==> config.mk <==
export PLATFORM = sky130hd
export DESIGN_NAME = cps_sqrt
export DESIGN_NICKNAME = d
export VERILOG_FILES = /design/src/hdl/cps_pkg.sv /design/src/hdl/cps_sqrt.sv
export SDC_FILE = /design/constraint.sdc
export NUM_CORES = 2
export LEC_CHECK = 0
export ABC_AREA = 1
export BUFFER_PORTS_ARGS = -buffer_cell sky130_fd_sc_hd__buf_2
export CAP_MARGIN = 20
export CORE_MARGIN = 8
export CORE_UTILIZATION = 25
export CTS_CLUSTER_SIZE = 12
export DETAILED_ROUTE_END_ITERATION = 6
export PLACE_DENSITY_LB_ADDON = 0.05
export SLEW_MARGIN = 20
export SYNTH_ARGS = -nofsm -noshare
export SYNTH_HDL_FRONTEND = slang
export SYNTH_MEMORY_MAX_BITS = 65536
export SYNTH_SLANG_ARGS = --single-unit
==> constraint.sdc <==
create_clock -name clk -period 3.2 [get_ports clk]
set_input_delay 0.48 -clock clk [delete_from_list [all_inputs] [get_ports clk]]
set_output_delay 0.48 -clock clk [all_outputs]
set_load 0.005 [all_outputs]
==> src/hdl/cps_pkg.sv <==
`default_nettype none
// ----------------------------------------------------------------------------
// cps_pkg: shared types and constants for the circle pair separation unit
// Stage map, path select codes, sideband records and the saturating finish.
// ----------------------------------------------------------------------------
package cps_pkg;

	// pipeline layout
	localparam int FRONT_STAGES = 3;
	localparam int SQRT_STAGES  = 25;
	localparam int POST_STAGES  = 5;
	localparam int DIV_STAGES   = 18;
	localparam int SQRT_BASE    = FRONT_STAGES;
	localparam int POST_BASE    = SQRT_BASE + SQRT_STAGES;
	localparam int DIV_BASE     = POST_BASE + POST_STAGES;
	localparam int LAST_STAGE   = DIV_BASE + DIV_STAGES;
	localparam int NUM_STAGES   = LAST_STAGE + 1;

	localparam logic [15:0] COEF_RESET  = 16'd256;
	localparam logic [15:0] SPEED_RESET = 16'd2560;

	// centres closer than 0.0001 px^2 count as coincident
	localparam logic [51:0] COIN_LIMIT = 52'd6;

	localparam logic [0:0] REG_COEF  = 1'b0;
	localparam logic [0:0] REG_SPEED = 1'b1;

	// which push an item takes
	localparam logic [1:0] SEL_ZERO = 2'd0;
	localparam logic [1:0] SEL_RAND = 2'd1;
	localparam logic [1:0] SEL_NORM = 2'd2;

	// carried with the radicand through the square root
	typedef struct packed {
		logic [1:0]         sel;
		logic               neg_x;
		logic               neg_y;
		logic [16:0]        dmx;
		logic [16:0]        dmy;
		logic [16:0]        r;
		logic signed [16:0] rpx;
		logic signed [16:0] rpy;
	} sb_t;

	// carried through the divide
	typedef struct packed {
		logic [1:0]         sel;
		logic               neg_x;
		logic               neg_y;
		logic signed [16:0] rpx;
		logic signed [16:0] rpy;
	} tail_t;

	// clamp a magnitude to the limit and put the sign back
	function automatic logic signed [16:0] sat_sign(input logic neg, input logic [17:0] m,
		input logic [15:0] lim);
		logic [17:0] c;
		c = (m > {2'b00, lim}) ? {2'b00, lim} : m;
		sat_sign = neg ? $signed(-c[16:0]) : $signed(c[16:0]);
	endfunction

endpackage
`default_nettype wire

==> src/hdl/cps_sqrt.sv <==
`default_nettype none
// ----------------------------------------------------------------------------
// cps_sqrt: pipelined integer square root
// floor(sqrt(rad << 16)), one root bit per stage, sideband delayed alongside.
// ----------------------------------------------------------------------------
module cps_sqrt (
	input  wire logic                               clk,
	input  wire logic [cps_pkg::SQRT_STAGES-1:0]    en,
	input  wire logic [33:0]                        rad,
	input  wire cps_pkg::sb_t                       sb_in,
	output logic [24:0]                             mag,
	output cps_pkg::sb_t                            sb_out
);
	import cps_pkg::*;

	logic [26:0] rem_s [SQRT_STAGES];
	logic [24:0] q_s   [SQRT_STAGES];
	logic [49:0] n_s   [SQRT_STAGES];
	sb_t         sb_s  [SQRT_STAGES];

	for (genvar j = 0; j < SQRT_STAGES; j++) begin : g_stage
		logic [26:0] rp;
		logic [24:0] qp;
		logic [49:0] np;
		sb_t         sp;
		logic [26:0] sh, t;
		logic        ge;

		if (j == 0) begin : g_first
			assign rp = '0;
			assign qp = '0;
			assign np = {rad, 16'd0};
			assign sp = sb_in;
		end else begin : g_next
			assign rp = rem_s[j-1];
			assign qp = q_s[j-1];
			assign np = n_s[j-1];
			assign sp = sb_s[j-1];
		end

		assign sh = {rp[24:0], np[49:48]};
		assign t  = {qp, 2'b01};
		assign ge = (sh >= t);

		always_ff @(posedge clk) begin
			if (en[j]) begin
				rem_s[j] <= ge ? (sh - t) : sh;
				q_s[j]   <= {qp[23:0], ge};
				n_s[j]   <= {np[47:0], 2'b00};
				sb_s[j]  <= sp;
			end
		end
	end

	assign mag    = q_s[SQRT_STAGES-1];
	assign sb_out = sb_s[SQRT_STAGES-1];

endmodule
`default_nettype wire

* After elaboration in Yosys (flattened, before gate mapping)
Memory sizes are Yosys's and may differ from the RTL's.
Cells that the tools add are included.
** Word-level totals
- Bits of input ports :: 149
- Word-level logic and storage cells :: 129
- Register bits :: 0
- Memories :: 4
- RAM bits :: 4725
** Operators by class
- Magnitude comparators :: 25
- Mux-type cells :: 75
- Add/sub/neg operators :: 25
** Memories
- sb_s :: words 25, bits a word 89, rd ports 25, clocked after Yosys merged registers in 0, write ports 25, RTL line cps_sqrt.sv:19 : sb_t sb_s [SQRT_STAGES];
- n_s :: words 25, bits a word 48, rd ports 24, clocked after Yosys merged registers in 0, write ports 25, RTL line cps_sqrt.sv:18 : logic [49:0] n_s [SQRT_STAGES];
- rem_s :: words 25, bits a word 27, rd ports 24, clocked after Yosys merged registers in 0, write ports 25, RTL line cps_sqrt.sv:16 : logic [26:0] rem_s [SQRT_STAGES];
- q_s :: words 25, bits a word 25, rd ports 25, clocked after Yosys merged registers in 0, write ports 25, RTL line cps_sqrt.sv:17 : logic [24:0] q_s [SQRT_STAGES];
** Operator list (number)
- $mux 27 :: 25
- $ge 27x27->1 :: 24
- $sub 27x27->27 :: 24
- $mux 1 :: 50
- $sub 2x1->3 const B :: 1
- $ge 2x1->1 const B :: 1

* Longest topological paths before layout
An unclocked memory read counts as a cell.
- Depth after elaboration :: 3
- Depth in mapped cells :: 14
- Depth with buffers taken out :: 14

* Worst setup path before layout
Ideal clock, no wire load.
- Path kind :: flip-flop to flip-flop
- Start :: memory rem_s[0][0]
- End :: memory rem_s[1][17] (netlist: rem_s[0][44]), data pin
- Stages on the path, launching flop included :: 10
- Data arrival time :: 1866 ps
- Slack :: 1065 ps
- Path buffers :: 2
- Path through :: edfxtp_1 ha_1 a21oi_1 nand2_1 nor2_1 ha_1 and2_1 clkbuf_1 clkbuf_1 o21ai_0
** RTL lines (RTL line)
- start: declaration :: cps_sqrt.sv:16

==> out/metrics.cfg <==
[cts]
htreeDepth = 5
cts.sink_count = 3382
cts_tree = built
clk_pin_slew_worst_paths_ns = 0.06
cts_root_buffer = clkbuf_16
cts_buffer_depth = 4
insertion_delay_ns = 1.00
numCtsBuffers = 399

[pwr]
ir_drop_mv = 0.497
cellPowerDensity_nw_per_um2 = 686
total_power_w = 0.112
p_leak_nw = 65.2

[yosys]
ys_seq_area_share_pct = 73.9
ys_ff_latch = 3382
ys_types = 48
synthArstFlopShare_pct = 0
synth_warnings = 0
yosysMostFrequentCell = edfxtp_1
synth_top_area_share_pct = 73.9
synthTopCellsByArea = edfxtp_1 74%, nand2_1 8.8%, inv_1 4.6%
avgSynthCellArea_um2 = 12.4
synth_ff_type = edfxtp_1
yosysTopAreaCell = edfxtp_1
syn_nets = 11600
syn_inst = 11100
synthesis.area_um2 = 137000
synth_commonest_cells = 3382 x edfxtp_1, 3231 x nand2_1, 1675 x inv_1
synth-edff-count = 3382

[floorplan]
die_h_um = 757
die_w_um = 757
rows = 272
io_pins = 263
die_area_um2 = 574000
initial_core_util_pct = 25.1
coreArea_um2 = 548000

[worst_setup_path]
crit_path_max_fanout = 19
startpoint_type = flip-flop
cp-end-kind = flip-flop
cp_data_required_time_ns = 3.80
rrSetupSlack_ns = 0.20
worst_ep_arrival_time_ns = 3.60
path_class = reg -> reg

[placement]
dp_hpwl_mm = 317
dp_cells = 18800
gp_congestion = 0.808
port_buffers = 262

[final_layout]
fin_cells = 19700
drive_gt1_share_pct = 9.20
syn_to_final_growth_pct = 19.1
nNetsFinal = 12500

[grt]
antenna_found_initial = 42
grt_pass1_wl_mm = 590
grt_use_total_pct = 13.9
grt_pass1_vias = 83500
grt_max_degree = 68
grt-ovfl-total = 0

[timing]
hold_viol = 0
rsz0062_at_grt = false
fin_crit_ns = 3.00
worst_pin_slew_ns = 0.968
fin_worst_skew_ns = 0.0948
slew_headroom_pct = 35.5
drv_slew = 0
setup_violations = 0
fmax_ghz = 0.333
fin_tns_setup_ns = 0
min_period_over_period_pct = 93.8

[drt]
drt_wl_total_mm = 410
wire_per_inst_um = 20.9
dr.first_iter.drc_count = 4214
drt_drc_violations_left = 0
drtAntennaViolNets = 0
firstDrtPassIters = 6
via_per_inst = 4.06
via_count = 79800

[min_path]
hold_path.class = in -> reg

[job]
maxCapViolCount = 0

[status]
status = finished, final reports clean

layout by cell type, fill, tap and decap left out, drive strengths merged, types with 18 or more instances in the layout:
cell,netlist,routed
nand4,139,139
xnor2,65,65
clkinvlp,0,18
or2,19,19
clkbuf,6,499
nand2,3249,3249
dlygate4sd3,0,149
bufinv,0,23
nor2,784,784
a21oi,314,314
clkinv,0,187
inv,1689,1696
buf,67,471
o21ai,177,177
xor2,123,123
nand3b,78,78
nand3,558,558
ha,336,336
edfxtp,3382,3382
nor3,59,59
final cells by class:
cell class / instances / area, µm²
well taps: 7261 / 9080
clock inverters: 235 / 2130
clock buffers: 499 / 10400
fillers: 55500 / 385000
inverters: 1689 / 6340
repair buffers: 620 / 5140
diodes: 4 / 10.0
multi-input cells: 5962 / 29000
flip-flops and latches: 3382 / 102000
worst paths after layout:
path | startpoint | to | cells past startpoint
max | q_s[0][285]$_DFFE_PP_ | rem_s[1][119]$_DFFE_PP_ | 11
min | sb_in[35] | sb_s[0][35]$_DFFE_PP_ | 2
max reg2reg | q_s[0][285]$_DFFE_PP_ | rem_s[1][119]$_DFFE_PP_ | 11
min reg2reg | q_s[1][30]$_DFFE_PP_ | q_s[1][56]$_DFFE_PP_ | 0
cells by family after synthesis:
family	synth area share, %
flops	73.9
buf+inv	5.00
fa+ha+maj	3.16
xor+xnor	1.20
other cells	0.00273
compound gates	2.04
simple gates	14.7
metal layers:
layer / vias to the layer above / wire [µm] / track usage, %
li1: 39300 / - / -
met1: 38700 / 194000 / 18.9
met2: 1351 / 195000 / 23.8
met3: 498 / 13500 / 1.83
met4: 0 / 7980 / 2.77
met5: - / 0 / 0
worst max-delay path, cell delays in order, from the launching register on:
cell	delay (ns)
edfxtp_1	0.61
inv_1	0.09
ha_1	0.36
nand2_1	0.09
nand2_1	0.08
a21boi_0	0.44
nand3_1	0.13
nor2_1	0.16
nand2_1	0.10
buf_4	0.23
nand2_1	0.09
nand2_1	0.25
repair_timing:
| item | 4_1_cts | 5_1_grt |
|---|---|---|
| endpoints found under the setup margin | 0 | 1 |
| buffers inserted | 0 | 0 |
| hold endpoints to repair | 622 | 0 |
| resized for setup | 0 | 1 |
| hold buffers | 149 | 0 |
state kept, by name, indices dropped and copies added, names as in the netlist:
register and count:
sb_s 2225, n_s 272, rem_s 560, q_s 325
power breakdown:
group          leakage (nW)  switching, W  internal (W)  total, W
clock                  6.06        0.0185        0.0250    0.0435
sequential             32.8       0.00236        0.0530    0.0553
combinational          26.3       0.00930       0.00417    0.0135
metrics by stage:
step | util [%] | setup WS (ns) | cell area, µm² | hold slack (ns)
after global placement | 27.3 | 0.0305 | 150000 | 0.400
after global routing | 29.9 | 0.0245 | 164000 | 0.110
after CTS | 29.9 | 0.0588 | 164000 | 0.0460
after detailed placement | 27.3 | 0.0385 | 150000 | 0.405
final | 29.9 | 0.200 | 164000 | 0.194
after floorplan | - | 1.06 | 137000 | 0.400
Power figures use the tool's default switching activity.
