===== config.mk =====
export PLATFORM = sky130hd
export DESIGN_NAME = cps_div
export DESIGN_NICKNAME = d
export VERILOG_FILES = /design/src/hdl/cps_pkg.sv /design/src/hdl/cps_div.sv
export SDC_FILE = /design/constraint.sdc
export NUM_CORES = 2
export LEC_CHECK = 0
export ABC_AREA = 1
export CORE_ASPECT_RATIO = 0.8
export CORE_MARGIN = 1.5
export CORE_UTILIZATION = 30
export CTS_CLUSTER_DIAMETER = 60
export DETAILED_ROUTE_END_ITERATION = 16
export DONT_BUFFER_PORTS = 1
export PLACE_DENSITY = 0.44
export SLEW_MARGIN = 25
export SYNTH_ARGS = -nofsm -noshare
export SYNTH_HDL_FRONTEND = slang
export SYNTH_SLANG_ARGS = --single-unit

===== constraint.sdc =====
create_clock -name clk -period 3.1 [get_ports clk]
set_input_delay 0.155 -clock clk [delete_from_list [all_inputs] [get_ports clk]]
set_output_delay 0.155 -clock clk [all_outputs]
set_load 0.005 [all_outputs]

===== src/hdl/cps_pkg.sv =====
`default_nettype none
// ----------------------------------------------------------------------------
// cps_pkg: shared types and constants for the circle pair separation unit
// Stage map, path select codes, sideband records and the saturating finish.
// ----------------------------------------------------------------------------
package cps_pkg;

	// pipeline layout
	localparam int FRONT_STAGES = 3;
	localparam int SQRT_STAGES  = 25;
	localparam int POST_STAGES  = 5;
	localparam int DIV_STAGES   = 18;
	localparam int SQRT_BASE    = FRONT_STAGES;
	localparam int POST_BASE    = SQRT_BASE + SQRT_STAGES;
	localparam int DIV_BASE     = POST_BASE + POST_STAGES;
	localparam int LAST_STAGE   = DIV_BASE + DIV_STAGES;
	localparam int NUM_STAGES   = LAST_STAGE + 1;

	localparam logic [15:0] COEF_RESET  = 16'd256;
	localparam logic [15:0] SPEED_RESET = 16'd2560;

	// centres closer than 0.0001 px^2 count as coincident
	localparam logic [51:0] COIN_LIMIT = 52'd6;

	localparam logic [0:0] REG_COEF  = 1'b0;
	localparam logic [0:0] REG_SPEED = 1'b1;

	// which push an item takes
	localparam logic [1:0] SEL_ZERO = 2'd0;
	localparam logic [1:0] SEL_RAND = 2'd1;
	localparam logic [1:0] SEL_NORM = 2'd2;

	// carried with the radicand through the square root
	typedef struct packed {
		logic [1:0]         sel;
		logic               neg_x;
		logic               neg_y;
		logic [16:0]        dmx;
		logic [16:0]        dmy;
		logic [16:0]        r;
		logic signed [16:0] rpx;
		logic signed [16:0] rpy;
	} sb_t;

	// carried through the divide
	typedef struct packed {
		logic [1:0]         sel;
		logic               neg_x;
		logic               neg_y;
		logic signed [16:0] rpx;
		logic signed [16:0] rpy;
	} tail_t;

	// clamp a magnitude to the limit and put the sign back
	function automatic logic signed [16:0] sat_sign(input logic neg, input logic [17:0] m,
		input logic [15:0] lim);
		logic [17:0] c;
		c = (m > {2'b00, lim}) ? {2'b00, lim} : m;
		sat_sign = neg ? $signed(-c[16:0]) : $signed(c[16:0]);
	endfunction

endpackage
`default_nettype wire


===== src/hdl/cps_div.sv =====
`default_nettype none
// ----------------------------------------------------------------------------
// cps_div: pipelined restoring divider
// 17-bit quotient of num / den, overflow flag, one bit per stage after setup.
// ----------------------------------------------------------------------------
module cps_div (
	input  wire logic                              clk,
	input  wire logic [cps_pkg::DIV_STAGES-1:0]    en,
	input  wire logic [58:0]                       num,
	input  wire logic [32:0]                       den,
	output logic [16:0]                            quo,
	output logic                                   ovf
);
	import cps_pkg::*;

	localparam int QB = DIV_STAGES - 1;

	logic [32:0] rem_s [DIV_STAGES];
	logic [16:0] low_s [DIV_STAGES];
	logic [16:0] q_s   [DIV_STAGES];
	logic [32:0] den_s [DIV_STAGES];
	logic        ovf_s [DIV_STAGES];

	// setup: quotient overflows 17 bits when the top part already reaches den
	always_ff @(posedge clk) begin
		if (en[0]) begin
			ovf_s[0] <= (num[58:17] >= {9'd0, den});
			rem_s[0] <= num[49:17];
			low_s[0] <= num[16:0];
			q_s[0]   <= '0;
			den_s[0] <= den;
		end
	end

	for (genvar i = 1; i < DIV_STAGES; i++) begin : g_stage
		logic [33:0] sh;
		logic        ge;
		logic [33:0] diff;

		assign sh   = {rem_s[i-1], low_s[i-1][QB-1]};
		assign ge   = (sh >= {1'b0, den_s[i-1]});
		assign diff = sh - {1'b0, den_s[i-1]};

		always_ff @(posedge clk) begin
			if (en[i]) begin
				rem_s[i] <= ge ? diff[32:0] : sh[32:0];
				low_s[i] <= {low_s[i-1][QB-2:0], 1'b0};
				q_s[i]   <= {q_s[i-1][QB-2:0], ge};
				den_s[i] <= den_s[i-1];
				ovf_s[i] <= ovf_s[i-1];
			end
		end
	end

	assign quo = q_s[DIV_STAGES-1];
	assign ovf = ovf_s[DIV_STAGES-1];

endmodule
`default_nettype wire


### Word level (Yosys, flattened, before mapping)

Memories as Yosys holds them, arrays and structs flattened.
Index checks and enable logic that the tools add are counted.

| word-level totals | value |
|---|---|
| RAM bits | 1818 |
| register bits | 0 |
| input bits | 111 |
| memory bits (read-only) | 0 |
| bits in latches | 0 |
| output and inout bits | 18 |
| memories kept | 5 |

Memories:

| name | depth | bits a word | rd ports | clocked after Yosys merged registers in | wr ports | line | RTL |
|---|---|---|---|---|---|---|---|
| den_s | 18 | 33 | 17 | 0 | 18 | cps_div.sv:21 | `logic [32:0] den_s [DIV_STAGES];` |
| rem_s | 18 | 33 | 17 | 0 | 18 | cps_div.sv:18 | `logic [32:0] rem_s [DIV_STAGES];` |
| low_s | 18 | 17 | 17 | 0 | 18 | cps_div.sv:19 | `logic [16:0] low_s [DIV_STAGES];` |
| q_s | 18 | 17 | 18 | 0 | 18 | cps_div.sv:20 | `logic [16:0] q_s [DIV_STAGES];` |
| ovf_s | 18 | 1 | 18 | 0 | 18 | cps_div.sv:22 | `logic ovf_s [DIV_STAGES];` |

| cells by class | value |
|---|---|
| multiply operators | 0 |
| shift operators | 0 |
| $lt $le $gt $ge | 18 |
| divide/modulo/power cells | 0 |
| mux-type cells | 53 |
| add/subtract/negate cells | 17 |
| reduce and logical (&&, ||, !) cells | 0 |
| bitwise gates (word level) | 0 |
| equality and inequality tests | 0 |

Operator list:

| cell | number |
|---|---|
| >= comparator 34 x 33 -> 1 bit | 17 |
| 2-to-1 mux 33 bit | 17 |
| subtractor 33 bit | 17 |
| >= comparator 42 x 33 -> 1 bit | 1 |
| 2-to-1 mux 1 bit | 36 |

### Logic depth before layout (Yosys ltp)

| logic depth | value |
|---|---|
| depth in word-level cells | 2 |
| depth in mapped cells | 16 |
| depth with buffers taken out | 16 |

### Least setup slack after synthesis

OpenSTA, ideal clock, no wires.

| path | value |
|---|---|
| path kind | reg-to-reg |
| start | memory low_s[5][16] |
| end | memory rem_s[6][31], data pin |
| arrival time | 1814 ps |
| stages on the path, launching flop included | 14 |
| clock period less this slack | 2067 ps |
| slack | 1033 ps |
| required time | 2848 ps |
| library setup time | 252 ps |
| cells stage by stage | edfxtp_1 > inv_1 > ha_1 > inv_1 > fa_1 > nand3_1 > nand3_2 > nand2_1 > nand2_1 > nand2_2 > nand2_4 > buf_4 > nand2_1 > nand2_1 |

RTL lines:

| element | line |
|---|---|
| start, declared | cps_div.sv:19 |
| end, declared | cps_div.sv:18 |

==> impl_metrics.ini <==
[status]
status = complete, no violations

[floorplanning]
core.rowCount = 185
fp.dieArea_um2 = 323000
design.core.area_um2 = 318000
dieWidth_um = 635
die_y_um = 509
start_util_pct = 30.2
ios = 129

[sta]
finalSetupViolations = 0
timing.final.crit_share_pct = 91.9
tightest_slew_ns = 1.03
max_freq_mhz = 351
skew_ns = 0.0549
hold_viol_final = 0
holdWs_ns = 0.0438
slew_viol_final = 0
maxSlewHeadroom_pct = 30.9
setup_ws_ns = 0.251
grt_setup_unrepaired = false
period_minus_slack_ns = 2.85
tns_ns = 0

[routing]
drtIter0Drc = 8012
wire_per_inst_um = 19.4
finalWirelength_mm = 334
drtAntennaViolNets = 0
via_per_inst = 4.54
met2_length_mm = 133
dr.max_layer_used = met4
vias = 78000
route.met3.wl_mm = 23.4
met1_length_mm = 172
first_pass_iters = 6
drc = 0

[clock_tree]
clockBufferDepth = 4
root_buffer = clkbuf_16
clkSlewWorstSetupHoldPaths_ns = 0.06
cts.sinks = 1446
cts_buffers = 186
cts_tree = yes
insertion_delay_ns = 0.90
cts_max_level = 4

[finish]
fillers = 33800
fin_util_pct = 34.5
multi_input_area_um2 = 41700
syn2layout_area_growth_pct = 14.4
seqCellArea_um2 = 43400
fin_area_um2 = 110000
fin_cells = 17200
fin_nets = 13500
drive_above_1_share_pct = 5.00

[yosys]
synth_xor_area_share_pct = 2.07
syn_inst = 12500
synth-seq-area-share_pct = 45.3
synthAdderAreaFrac_pct = 8.09
synth_area_per_cell_um2 = 7.70
synth_mux_area_share_pct = 0
synth_area_um2 = 95800
synth-simple-area-share_pct = 30.9
ys_warn_count = 0
synth_top_family_by_area = simple AND/OR/NAND/NOR gates
yosys_register_bits = 1446
synth_compound_area_share_pct = 2.38
synth_nets = 13200
synth_cell_type_count = 41

[placement]
gp_congestion = 0.926
placed_cell_area_um2 = 101000
dpl.cell_count = 16600
place_hpwl_mm = 267
port_buffers = 0
dp_slack_ns = -0.0738

[worst_setup_path]
cp_data_required_time_ns = 3.70
critical_path_class = register to register
end_kind = register
arrival_ns = 3.45
reg2reg_slack_ns = 0.25
crit_fanout = 24
cp-start-kind = register

[global_route]
grt_pass1_wl_mm = 486
grt_usage_pct = 20.2
grt_start_max_net_pins = 85
grt_pass1_vias = 72100
overflow = 0
antenna_found_initial = 23

[flow_run]
drv_cap = 0

[power]
finalPower_mw = 107
p_per_area_nw_per_um2 = 978
p_leak_nw = 55.4
vdd_drop_max_uv = 496

[min_path]
hold_path_class = primary input to register
## layout make-up
cell class	count	share of cell area (%)
antenna	30	0.0685
multi-input combinational	8276	38.0
sequential	1446	39.6
clock buffer	218	4.40
timing repair buffer	308	3.05
clock inverter	120	1.19
tap	4207	4.80
inverter	2583	8.85
## repair_timing
| item | in CTS | in global routing |
|---|---|---|
| resized for setup | 0 | 1 |
| gates cloned | 1 | 0 |
| pin swaps | 1 | 1 |
| setup buffers | 0 | 2 |
| hold buffers | 187 | 0 |
| endpoints found under the setup margin | 17 | 33 |
| endpoints found under the hold margin | 1529 | 0 |
## Yosys cell counts, drive strengths merged
master | instances | area [um^2]
buf | 146 | 1050
nand3b | 175 | 1310
inv | 2581 | 9690
and2 | 64 | 400
a211oi | 2 | 15.0
nor3b | 1 | 7.51
o21ai | 39 | 195
nand4 | 13 | 81.3
nor3 | 148 | 802
o2111ai | 2 | 17.5
xnor2 | 18 | 158
o21bai | 16 | 120
or2 | 32 | 200
nor2 | 718 | 2850
ha | 594 | 7430
nand2 | 4805 | 18300
fa | 16 | 320
a21o | 14 | 105
o211ai | 4 | 30.0
nor4 | 5 | 37.5
edfxtp | 1446 | 43400
clkinv | 2 | 7.51
nand3 | 1043 | 5690
xor2 | 208 | 1820
o21a | 1 | 7.51
a21oi | 357 | 1790
## worst paths after layout
path                           startpoint                endpoint  depth (start not counted)
setup reg to reg  den_s[14][32]$_DFFE_PP_  rem_s[15][0]$_DFFE_PP_                         16
hold / removal                    num[49]  rem_s[0][32]$_DFFE_PP_                          1
hold reg to reg        ovf_s[1]$_DFFE_PP_      ovf_s[2]$_DFFE_PP_                          0
setup / recovery  den_s[14][32]$_DFFE_PP_  rem_s[15][0]$_DFFE_PP_                         16
## routing by layer
metal	GRT usage [%]	up-vias
met1	31.9	35700
li1	-	39800
met5	0	-
met4	4.00	0
met2	28.7	2247
met3	3.09	263
## flip-flops by register name, summed over array words and instances (netlist names)
name and count:
q_s 153, rem_s 561, ovf_s 18, den_s 561
low_s 153
## power breakdown
part           switching, mW  total (mW)  internal (mW)
combinational           36.2        53.2           17.0
sequential              3.81        32.1           28.3
clock                   9.13        22.0           12.9
total                   49.1         107           58.1
## worst max-delay path: stages, from the launching register on
cell	delay, ns
edfxtp_1	0.45
inv_1	0.07
ha_1	0.30
inv_1	0.27
nor3_1	0.08
buf_4	0.15
nand3_1	0.09
buf_4	0.12
nor2_1	0.05
buf_4	0.14
nand2_1	0.06
nand2_2	0.07
nor2_4	0.25
nand2_4	0.11
buf_12	0.18
nand2_1	0.07
o21ai_0	0.09
## logic make-up after synthesis
group / Yosys count
AOI/OAI and AO/OA: 435
buffers and inverters: 2729
and+or+nand+nor: 7004
DFF: 1446
xor gates and xnor gates: 226
adders and majority gates: 610
## layout by cell type, fill, tap and decap left out, drive strengths merged, types with 18 or more instances in the layout
cell	count
nand2	4805
inv	2612
edfxtp	1446
nand3	1043
nor2	719
ha	594
a21oi	357
clkbuf	218
xor2	208
nand3b	175
dlygate4sd3	169
nor3	148
buf	139
and2	64
clkinv	61
o21ai	39
or2	32
diode	30
bufinv	19
xnor2	18
Power figures use the tool's default switching activity.
